## src/zero_run_signed_varint_encoder_unit_macros.svh

```systemverilog
// ----------------------------------------------------------------------------
// Assertion macros for the zero-run signed varint encoder
// Concurrent assertion wrappers that compile away when ASSERT_OFF is set.
// ----------------------------------------------------------------------------
`ifndef ZERO_RUN_SIGNED_VARINT_ENCODER_UNIT_MACROS_SVH
`define ZERO_RUN_SIGNED_VARINT_ENCODER_UNIT_MACROS_SVH
`ifndef ASSERT_OFF
`define ZRSV_ASSERT_CLK(label, ck, rstn, prop, msg) \
	label: assert property (@(posedge ck) disable iff (!rstn) prop) else $error(msg);
`define ZRSV_ASSERT(label, prop, msg) \
	`ZRSV_ASSERT_CLK(label, clk, arst_n, prop, msg)
`else
`define ZRSV_ASSERT_CLK(label, ck, rstn, prop, msg)
`define ZRSV_ASSERT(label, prop, msg)
`endif
`endif

```

## src/zrsv_pkg.sv

```systemverilog
// ----------------------------------------------------------------------------
// zrsv_pkg
// Shared widths and types of the zero-run signed varint encoder.
// ----------------------------------------------------------------------------
`default_nettype none

package zrsv_pkg;

	parameter int POSITION_WIDTH = 48;
	parameter int RUN_W          = 32;
	// Encoded run value is count * 2, a positive number of RUN_W + 1 bits plus sign.
	parameter int VAL_W          = (POSITION_WIDTH + 1 > RUN_W + 2) ?
	                               POSITION_WIDTH + 1 : RUN_W + 2;
	parameter int QUEUE_DEPTH    = 2;
	parameter int QPTR_W         = (QUEUE_DEPTH > 1) ? $clog2(QUEUE_DEPTH) : 1;
	parameter int QCNT_W         = $clog2(QUEUE_DEPTH + 1);

	typedef logic [RUN_W-1:0]                 run_cnt_t;
	typedef logic signed [POSITION_WIDTH-1:0] position_t;
	typedef logic signed [VAL_W-1:0]          enc_val_t;

	// One classified item: an optional run to encode, then an optional word.
	typedef struct packed {
		logic      has_run;
		run_cnt_t  run_cnt;
		logic      has_word;
		position_t word;
	} job_t;

	typedef struct packed {
		logic full;
		logic empty;
	} queue_status_t;

endpackage

`default_nettype wire

```

## src/zrsv_queue.sv

```systemverilog
// ----------------------------------------------------------------------------
// zrsv_queue
// Short job queue between the classifying front and the byte serializer.
// ----------------------------------------------------------------------------
`default_nettype none
`include "zero_run_signed_varint_encoder_unit_macros.svh"

module zrsv_queue (
	input  wire logic                   clk,
	input  wire logic                   arst_n,
	input  wire logic                   push,
	input  wire zrsv_pkg::job_t         push_job,
	input  wire logic                   pop,
	output zrsv_pkg::job_t              head_job,
	output zrsv_pkg::queue_status_t     status
);

	zrsv_pkg::job_t                    entry_q [zrsv_pkg::QUEUE_DEPTH];
	logic [zrsv_pkg::QPTR_W-1:0]       wr_ptr_q;
	logic [zrsv_pkg::QPTR_W-1:0]       rd_ptr_q;
	logic [zrsv_pkg::QCNT_W-1:0]       count_q;

	function automatic logic [zrsv_pkg::QPTR_W-1:0] ptr_next(
		input logic [zrsv_pkg::QPTR_W-1:0] p);
		if (p == zrsv_pkg::QPTR_W'(zrsv_pkg::QUEUE_DEPTH - 1)) begin
			return '0;
		end
		return p + 1'b1;
	endfunction

	assign head_job     = entry_q[rd_ptr_q];
	assign status.full  = (count_q == zrsv_pkg::QCNT_W'(zrsv_pkg::QUEUE_DEPTH));
	assign status.empty = (count_q == '0);

	always_ff @(posedge clk) begin
		if (push) begin
			entry_q[wr_ptr_q] <= push_job;
		end
	end

	always_ff @(posedge clk or negedge arst_n) begin
		if (!arst_n) begin
			wr_ptr_q <= '0;
			rd_ptr_q <= '0;
			count_q  <= '0;
		end else begin
			if (push) begin
				wr_ptr_q <= ptr_next(wr_ptr_q);
			end
			if (pop) begin
				rd_ptr_q <= ptr_next(rd_ptr_q);
			end
			if (push && !pop) begin
				count_q <= count_q + 1'b1;
			end else if (pop && !push) begin
				count_q <= count_q - 1'b1;
			end
		end
	end

	`ZRSV_ASSERT(a_no_push_when_full, push |-> !status.full, "push into a full queue")
	`ZRSV_ASSERT(a_no_pop_when_empty, pop |-> !status.empty, "pop from an empty queue")
	`ZRSV_ASSERT(a_count_in_range, count_q <= zrsv_pkg::QCNT_W'(zrsv_pkg::QUEUE_DEPTH), "queue count out of range")

endmodule

`default_nettype wire

```

## src/zrsv_front.sv

```systemverilog
// ----------------------------------------------------------------------------
// zrsv_front
// Accepts position words, tracks the zero run and the last negative word,
// and turns each item that has a run or a word to write into a job for the serializer.
// ----------------------------------------------------------------------------
`default_nettype none

module zrsv_front (
	input  wire logic                   clk,
	input  wire logic                   arst_n,
	input  wire logic                   item_valid,
	output logic                        item_stall,
	input  wire zrsv_pkg::position_t    position,
	input  wire logic                   stream_end,
	input  wire zrsv_pkg::queue_status_t q_status,
	output logic                        push,
	output zrsv_pkg::job_t              push_job
);

	zrsv_pkg::run_cnt_t  run_count_q;
	zrsv_pkg::position_t prev_neg_q;

	logic               accept;
	logic               is_zero;
	logic               is_neg;
	logic               is_dup;
	zrsv_pkg::run_cnt_t run_inc;

	assign item_stall = q_status.full;
	assign accept     = item_valid && !item_stall;
	assign is_zero    = (position == '0);
	assign is_neg     = position[zrsv_pkg::POSITION_WIDTH-1];
	assign is_dup     = is_neg && (position == prev_neg_q);
	// The run count saturates rather than wrapping.
	assign run_inc    = (run_count_q == '1) ? run_count_q : run_count_q + 1'b1;

	always_comb begin
		push_job.has_run  = is_zero ? stream_end : (run_count_q != '0);
		push_job.run_cnt  = is_zero ? run_inc : run_count_q;
		push_job.has_word = !is_zero;
		push_job.word     = is_dup ? '0 : position;
	end

	assign push = accept && (push_job.has_run || push_job.has_word);

	always_ff @(posedge clk or negedge arst_n) begin
		if (!arst_n) begin
			run_count_q <= '0;
			prev_neg_q  <= zrsv_pkg::POSITION_WIDTH'(1);
		end else if (accept) begin
			if (stream_end) begin
				run_count_q <= '0;
				prev_neg_q  <= zrsv_pkg::POSITION_WIDTH'(1);
			end else if (is_zero) begin
				run_count_q <= run_inc;
			end else begin
				run_count_q <= '0;
				if (is_neg && !is_dup) begin
					prev_neg_q <= position;
				end
			end
		end
	end

endmodule

`default_nettype wire

```

## src/zrsv_back.sv

```systemverilog
// ----------------------------------------------------------------------------
// zrsv_back
// Serializes queued jobs into signed LEB128 bytes, seven bits per cycle while
// the receiver does not stall, into an output register that holds while it stalls.
// ----------------------------------------------------------------------------
`default_nettype none
`include "zero_run_signed_varint_encoder_unit_macros.svh"

module zrsv_back (
	input  wire logic                    clk,
	input  wire logic                    arst_n,
	input  wire zrsv_pkg::job_t          head_job,
	input  wire zrsv_pkg::queue_status_t q_status,
	output logic                         pop,
	output logic                         byte_valid,
	input  wire logic                    byte_stall,
	output logic [7:0]                   out_byte,
	output logic                         last_of_item
);

	logic               cur_valid_q;
	zrsv_pkg::enc_val_t cur_val_q;
	logic               word_pend_q;
	zrsv_pkg::enc_val_t word_val_q;

	logic               out_valid_q;
	logic [7:0]         out_byte_q;
	logic               last_q;

	logic               out_free;
	logic               step;
	zrsv_pkg::enc_val_t shifted;
	logic               done;
	logic               load;
	zrsv_pkg::enc_val_t head_run_val;
	zrsv_pkg::enc_val_t head_word_val;

	assign out_free = !out_valid_q || !byte_stall;
	assign step     = cur_valid_q && out_free;
	assign shifted  = cur_val_q >>> 7;
	// The value is finished once the remaining bits are pure sign matching bit 6.
	assign done     = cur_val_q[6] ? (shifted == '1) : (shifted == '0);
	assign load     = (!cur_valid_q || (step && done && !word_pend_q)) && !q_status.empty;
	assign pop      = load;

	assign head_run_val  = zrsv_pkg::enc_val_t'({head_job.run_cnt, 1'b0});
	assign head_word_val = zrsv_pkg::VAL_W'(signed'({head_job.word, 1'b1}));

	always_ff @(posedge clk) begin
		if (load) begin
			cur_val_q  <= head_job.has_run ? head_run_val : head_word_val;
			word_val_q <= head_word_val;
		end else if (step) begin
			cur_val_q <= (done && word_pend_q) ? word_val_q : shifted;
		end
		if (step) begin
			out_byte_q <= {!done, cur_val_q[6:0]};
			last_q     <= done && !word_pend_q;
		end
	end

	always_ff @(posedge clk or negedge arst_n) begin
		if (!arst_n) begin
			cur_valid_q <= 1'b0;
			word_pend_q <= 1'b0;
			out_valid_q <= 1'b0;
		end else begin
			if (load) begin
				cur_valid_q <= 1'b1;
				word_pend_q <= head_job.has_run && head_job.has_word;
			end else if (step && done) begin
				if (word_pend_q) begin
					word_pend_q <= 1'b0;
				end else begin
					cur_valid_q <= 1'b0;
				end
			end
			if (step) begin
				out_valid_q <= 1'b1;
			end else if (!byte_stall) begin
				out_valid_q <= 1'b0;
			end
		end
	end

	assign byte_valid   = out_valid_q;
	assign out_byte     = out_byte_q;
	assign last_of_item = last_q;

	`ZRSV_ASSERT(a_last_ends_value, out_valid_q && last_q |-> !out_byte_q[7], "item ends on a continuation byte")
	`ZRSV_ASSERT(a_more_keeps_busy, step && !done |=> cur_valid_q, "serializer dropped an unfinished value")
	`ZRSV_ASSERT(a_hold_when_blocked, cur_valid_q && !out_free |=> $stable(cur_val_q), "value moved while output blocked")

endmodule

`default_nettype wire

```

## src/zero_run_signed_varint_encoder_unit.sv

```systemverilog
// ----------------------------------------------------------------------------
// zero_run_signed_varint_encoder_unit
// Encodes signed position words as zero-run signed LEB128 bytes.
// ----------------------------------------------------------------------------
// Input channel (item_valid / item_stall): one position word and its
// stream_end flag per transfer. Zero words are only counted; a pending run is
// written as one value when a nonzero word arrives or the stream ends.
// Output channel (byte_valid / byte_stall): one encoded byte per transfer,
// with last_of_item set on the final byte that an input item caused.
// With the serializer idle, the first byte of an item passes through a queue
// entry, the serializer's value register and the output register.
// Throughput: the serializer writes one byte per cycle while the receiver does
// not stall, with no gap between queued items; an item has 1 to 12 bytes (typical
// words need one or two), and a zero word that does not end the stream writes
// no byte. A two-entry job queue lets the input keep moving while bytes of
// earlier items are still out.
// Reset clears the run count, sets the last negative word to +1, and empties
// the queue and output register. While the receiver stalls, the output byte
// holds; once the queue fills, item_stall rises.
// ----------------------------------------------------------------------------
`default_nettype none

module zero_run_signed_varint_encoder_unit (
	input  wire logic                 clk,
	input  wire logic                 arst_n,
	input  wire logic                 item_valid,
	output logic                      item_stall,
	input  wire logic signed [zrsv_pkg::POSITION_WIDTH-1:0] position,
	input  wire logic                 stream_end,
	output logic                      byte_valid,
	input  wire logic                 byte_stall,
	output logic [7:0]                out_byte,
	output logic                      last_of_item
);

	logic                    push;
	zrsv_pkg::job_t          push_job;
	logic                    pop;
	zrsv_pkg::job_t          head_job;
	zrsv_pkg::queue_status_t q_status;

	zrsv_front u_front (
		.clk        (clk),
		.arst_n     (arst_n),
		.item_valid (item_valid),
		.item_stall (item_stall),
		.position   (position),
		.stream_end (stream_end),
		.q_status   (q_status),
		.push       (push),
		.push_job   (push_job)
	);

	zrsv_queue u_queue (
		.clk      (clk),
		.arst_n   (arst_n),
		.push     (push),
		.push_job (push_job),
		.pop      (pop),
		.head_job (head_job),
		.status   (q_status)
	);

	zrsv_back u_back (
		.clk          (clk),
		.arst_n       (arst_n),
		.head_job     (head_job),
		.q_status     (q_status),
		.pop          (pop),
		.byte_valid   (byte_valid),
		.byte_stall   (byte_stall),
		.out_byte     (out_byte),
		.last_of_item (last_of_item)
	);

endmodule

`default_nettype wire
```

## config.mk

```make
export PLATFORM = sky130hd
export DESIGN_NAME = zero_run_signed_varint_encoder_unit
export DESIGN_NICKNAME = d
export VERILOG_FILES = /design/src/zrsv_pkg.sv /design/src/zrsv_queue.sv /design/src/zrsv_front.sv /design/src/zrsv_back.sv /design/src/zero_run_signed_varint_encoder_unit.sv
export VERILOG_INCLUDE_DIRS = /design/src /design/src/src
export SDC_FILE = /design/constraint.sdc
export NUM_CORES = 1
export LEC_CHECK = 0
export BUFFER_PORTS_ARGS = -buffer_cell sky130_fd_sc_hd__buf_2
export CORE_UTILIZATION = 25
export DETAILED_ROUTE_END_ITERATION = 16
export HOLD_SLACK_MARGIN = 0.06
export PLACE_DENSITY = 0.5
export SLEW_MARGIN = 20
export SYNTH_ARGS = -nofsm -noshare
export SYNTH_HDL_FRONTEND = slang
export SYNTH_SLANG_ARGS = --single-unit
```

## constraint.sdc

```tcl
create_clock -name clk -period 15.2 [get_ports clk]
set_clock_uncertainty 0.05 [all_clocks]
set_input_delay 3.04 -clock clk [delete_from_list [all_inputs] [get_ports clk]]
set_output_delay 3.04 -clock clk [all_outputs]
set_load 0.05 [all_outputs]
```

; ---- Word-level counts from Yosys, hierarchy flattened
; Memory sizes are Yosys's and may differ from the RTL's.
; Cells that the tools add are included.
[word_totals]
word_cells = 98
regBits = 193
input_bits = 53
ramBits = 164
out_inout_bits = 11
mem_count = 1
[classes]
eq_ne = 7
add_sub_neg = 5
n_reduce_logical = 39
mux = 33
[memory_table]
columns = memory, words, width, read_ports, rd_ports_with_merged_regs, write_ports, line_no
row1 = u_queue.entry_q, 2, 82, 1, 0, 1, zrsv_queue.sv:18  ; zrsv_pkg::job_t entry_q [zrsv_pkg::QUEUE_DEPTH];
[op_table]
columns = operator, n
row1 = $mux 49, 4
row2 = $mux 48, 4
row3 = $mux 32, 4
row4 = $eq 49x49->1 const B, 1
row5 = $logic_not 49->1, 1
row6 = $eq 48x48->1, 1
row7 = $logic_not 48->1, 1
row8 = $add 32x1->32 const B, 1
row9 = $eq 32x32->1 const B, 1
row10 = $reduce_bool 32->1, 1
row11 = $mux 1, 19
row12 = $logic_and 1x1->1, 13
row13 = $logic_not 1->1, 11
row14 = $reduce_bool 2->1, 5
row15 = $mux 2, 2
row16 = $ne 2x2->1 const B, 2
row17 = $reduce_and 2->1, 2
row18 = $logic_or 1x1->1, 3
row19 = $reduce_and 3->1, 1
row20 = $add 1x1->1 const B, 2
row21 = $add 2x1->2 const B, 1
row22 = $eq 2x2->1 const B, 1
row23 = $logic_not 2->1, 1
row24 = $ne 2x1->1 const B, 1
row25 = $sub 2x1->2 const B, 1

; ---- Logic depth before layout (Yosys ltp)
[depth]
ltp_word = 10
ltp_mapped = 12
mapped_depth_nobuf = 10

; ---- Modules after synthesis
; A second synthesis with hierarchy kept.
[hier_totals]
cells_unflattened = 1503
area_unflattened_um2 = 18605.3
[by_module_without_submodules]
columns = module, seq_area_each_um2, n_inst, area_each_um2, cells_per_inst
row1 = zrsv_front, 2003.2, 1, 6971.7, 906
row2 = zrsv_queue, 5024.8, 1, 6453.7, 271
row3 = zrsv_back, 3258.1, 1, 5180.0, 326

; ---- Worst setup path before layout
; No wires, ideal clock.
[synth_path]
path_type = in2reg
start = in item_valid
end = mem u_queue.entry_q[0][0] (netlist name) (enable)
required_ns = 14.627
arrival_ns = 6.907
setup_slack_ns = 7.720
path_buffers = 1
path_stages = 4
setup_time_ns = 0.523
cell_sequence = and2_1 clkbuf_1 o21ai_2 nor2_1
[synth_via]
elab_chain_cells = 4
[synth_rtl]
columns = item, line_no
row1 = "start, declared", zero_run_signed_varint_encoder_unit.sv:26  ; input wire logic item_valid,
row2 = $logic_and 1x1->1, zrsv_front.sv:30  ; assign accept = item_valid && !item_stall;
row3 = $logic_and 1x1->1, zrsv_front.sv:44  ; assign push = accept && (push_job.has_run || push_job.has_word);
row4 = $mux 1, zrsv_queue.sv:36  ; if (push) begin
row5 = $mux 1 (implied by the code), zrsv_queue.sv:37  ; entry_q[wr_ptr_q] <= push_job;
row6 = "end, declared", zrsv_queue.sv:18
; Every way passes these cells.

; ---- Final worst setup path
[layout_path]
start = in position[2] (netlist name)
end = mem u_queue.entry_q[1][71] (netlist name) (enable)
[layout_via]
elab_chain_cells = 6
word_cells_on_any_way = 7
cone_classes = mux (3) / reduce/logical (4)
[layout_rtl]
columns = item, line_no
row1 = "start, declared", zero_run_signed_varint_encoder_unit.sv:28  ; input wire logic signed [zrsv_pkg::POSITION_WIDTH-1:0] position,
row2 = $logic_not 48->1 *, zrsv_front.sv:31  ; assign is_zero = (position == '0);
row3 = $mux 1 / $logic_not 1->1 (equally long branches), "zrsv_front.sv:38, zrsv_front.sv:40"
row4 = $logic_or 1x1->1 *, zrsv_front.sv:44
row5 = $logic_and 1x1->1 *, zrsv_front.sv:44
row6 = net push, zero_run_signed_varint_encoder_unit.sv:36  ; logic push;
row7 = $mux 1 *, zrsv_queue.sv:36
row8 = $mux 1 (implied by the code) *, zrsv_queue.sv:37
; The timed path passes the listed nets; every way through them passes the cells marked *.

==> flow_summary.yaml <==
die:
  die_width_um: 256
  rows: 92
  coreArea_mm2: 0.0635
  num_io_pins: 64
  die_y_um: 256
  start_util_pct: 25.5
  die_area_mm2: 0.0657
sta:
  finalSetupTns_ns: 0
  report.final.slew_viol_count: 0
  fmax_ghz: 0.164
  rsz0062_at_grt: "false"
  period_needed_ns: 6.08
  whs_ns: 0.366
  hold_viol_final: 0
  maxSlewHeadroom_pct: 29.4
  finalSetupViolCount: 0
  tightest_slew_ns: 1.06
  final.period_utilization_pct: 40.0
power_and_ir_drop:
  power_mw: 2.64
  ir_drop_mv: 0.0844
  pwr_density_cell_mw_per_mm2: 141
  leakage_nw: 7.02
synthesis:
  synth_cells: 1205
  synth_area_leaders: "edfxtp_1 (50%), dfrtp_1 (13%), mux2i_1 (8.2%)"
  yosysTopAreaCell: "edfxtp_1"
  netlist_area_mm2: 0.0162
  yosys.area.top_type_share_pct: 50.1
  ys_types: 60
  ys_warn_count: 0
  synth-edff-count: 270
  ys_ff_latch: 357
  syn_area_per_cell_um2: 13.4
  synthArstFlopShare_pct: 24.4
  synthesis.nets: 1261
  ys_seq_area_share_pct: 63.6
  yosys_most_used_dff: "edfxtp_1"
detailed_routing:
  vias: 9871
  wl_mm: 42.1
  drc: 0
  maxUsedRoutingLayer: "met4"
  wl_met2_mm: 19.8
  wl_per_cell_um: 19.7
  drt.antenna.violating_nets: 0
  vias_per_cell: 4.63
  dr.pass1.iters: 5
  met1Wirelength_mm: 19.5
  drt_iter0_drc: 676
  wl_met3_mm: 1.75
place:
  io_buffers: 63
  dp_hpwl_mm: 28.4
  gp_congestion: 0.838
  dp_cells: 2058
finish:
  drive_gt1_share_pct: 16.1
  diodes: 0
  final_util_pct: 29.5
  nFillCells: 6495
  fin_cells: 2134
  area_growth_pct: 15.9
  num-nets-final: 1311
setup_path:
  path_class: "input port to flop"
  cp.arrival_ns: 6.24
  cp_max_fo: 51
  required_ns: 15.36
  end_kind: "flop"
  worstSetupStartpointType: "input port"
status:
  outcome: "completed"
clock_tree:
  cts_tree: "built"
  ctsRootBufferMaster: "clkbuf_16"
  postCtsSetupBuffers: 0
  ctsResizeCount: 0
  clk_latency_ns: 0.57
  path_clk_slew_ns: 0.06
  cts.path.max_buffers: 3
  cts_buffers: 41
  numClockSinks: 357
  htree_levels: 2
  cts.hold.buffers_added: 0
global_route:
  grt_max_degree: 83
  antenna_found_initial: 0
  grt_first_pass_wirelength_mm: 63.4
  overflow: 0
  grt_pass1_vias: 9965
  grt.total_usage_pct: 12.7
hold_path:
  min_path_type: "flop to flop"
run:
  drv_cap: 0
-- layout make-up --
| class | instances | area [um2] | area share, % |
|---|---|---|---|
| Sequential cell | 357 | 10300 | 54.9 |
| Multi-Input combinational cell | 753 | 5540 | 29.5 |
| Clock buffer | 58 | 1140 | 6.09 |
| Tap cell | 846 | 1060 | 5.65 |
| Timing Repair Buffer | 78 | 430 | 2.30 |
| Clock inverter | 18 | 194 | 1.03 |
| Inverter | 24 | 90.1 | 0.481 |
-- cell families (layout without fill, tap and decap cells) --
kind of cell | Yosys count | after routing | synth area share, %
AOI/OAI and AO/OA | 151 | 151 | 6.51
xor gates and xnor gates | 84 | 84 | 4.55
adders and majority gates | 3 | 3 | 0.232
buffers and inverters | 95 | 178 | 2.46
DFF | 357 | 357 | 63.6
muxes | 181 | 181 | 11.6
and+or+nand+nor | 334 | 334 | 11.1
-- flip-flops by register name, summed over array words and instances (netlist names) --
register / cells
u_back.last_of_item: 1
u_queue.wr_ptr_q: 1
u_back.cur_valid_q: 1
u_queue.count_q: 2
u_back.byte_valid: 1
u_back.out_byte: 8
u_queue.entry_q: 164
u_back.word_pend_q: 1
u_front.run_count_q: 32
u_front.prev_neg_q: 48
u_back.cur_val_q: 49
u_back.word_val_q: 48
u_queue.rd_ptr_q: 1
-- Yosys cell counts, types with 3 or more instances --
| master | number |
|---|---|
| buf_4 | 3 |
| nor2_1 | 63 |
| o31ai_1 | 5 |
| o21ai_0 | 16 |
| nor3_1 | 15 |
| dfrtp_1 | 86 |
| o22ai_1 | 3 |
| and3_1 | 5 |
| a211o_1 | 3 |
| nor4_1 | 45 |
| mux2i_1 | 132 |
| a22o_1 | 47 |
| nand2_1 | 67 |
| xor2_1 | 63 |
| nand3_1 | 24 |
| buf_2 | 21 |
| xnor2_1 | 21 |
| edfxtp_1 | 270 |
| and2_1 | 49 |
| inv_2 | 3 |
| ha_1 | 3 |
| clkbuf_2 | 3 |
| or3_1 | 12 |
| and4_1 | 6 |
| mux2_2 | 49 |
| nand4_1 | 28 |
| o211ai_1 | 11 |
| inv_1 | 21 |
| clkbuf_1 | 36 |
| or4_1 | 8 |
| a21oi_1 | 47 |
| buf_1 | 8 |
-- where the power goes --
group / internal, mW / switching, mW / leakage, nW / total [mW]
sequential: 1.22 / 0.0567 / 3.70 / 1.28
clock: 0.579 / 0.399 / 0.654 / 0.977
combinational: 0.127 / 0.264 / 2.66 / 0.391
total: 1.92 / 0.719 / 7.02 / 2.64
-- metrics by stage --
stage	area [um2]	setup WS, ns
global placement	17400	8.44
global route	18700	8.91
finish	18700	9.12
floorplan	16200	7.72
detailed placement	17400	8.44
CTS	18700	9.03
-- per-layer routing --
metal / global-route usage (%) / vias up
li1: - / 4649
met1: 17.4 / 4963
met2: 20.2 / 208
met3: 2.08 / 51
met4: 4.44 / 0
met5: 0 / -
-- worst paths after layout --
| kind | start | slack, ns | depth (start not counted) | end |
|---|---|---|---|---|
| worst min register to register | u_back.cur_val_q[5]$_DFFE_PP_ | 0.37 | 0 | u_back.out_byte[5]$_DFFE_PP_ |
| worst min-delay path | u_back.cur_val_q[5]$_DFFE_PP_ | 0.37 | 0 | u_back.out_byte[5]$_DFFE_PP_ |
| worst max-delay path | position[2] | 9.12 | 10 | u_queue.entry_q[1][71]$_DFFE_PP_ |
| worst max register to register | u_back.cur_val_q[33]$_DFFE_PP_ | 11.45 | 8 | u_back.cur_val_q[27]$_DFFE_PP_ |
| min in group asynchronous | arst_n | 2.37 | 1 | u_back.word_pend_q$_DFFE_PN0P_ |
| max in group asynchronous | arst_n | 11.49 | 2 | u_front.prev_neg_q[4]$_DFFE_PN0P_ |
-- critical path, cell delays in order --
cell and delay (ns):
buf_2 0.16, nor4_1 0.50, nand4_1 0.37, nor4_2 0.37
buf_4 0.25, inv_2 0.24, o21ai_2 0.36, inv_2 0.14
and2_4 0.34, buf_4 0.40
-- cells in the final DEF (no fill, tap or decap), drive strengths merged, types with 2 or more instances in the layout --
master	count
nand2	67
nand3	24
mux2i	132
xnor2	21
nand4	28
a211o	3
o31ai	5
buf	78
o22ai	3
o21ai	18
and4	6
inv	25
or3	12
a21oi	47
nor2	63
clkinv	13
nand2b	2
ha	3
and3	5
nor4	48
and2	49
mux2	49
edfxtp	270
o41ai	2
clkbuf	58
o311ai	2
xor2	63
nor3	16
o211ai	11
a22o	47
bufinv	3
nor3b	2
or4	9
dfrtp	86
Power figures use the tool's default switching activity.
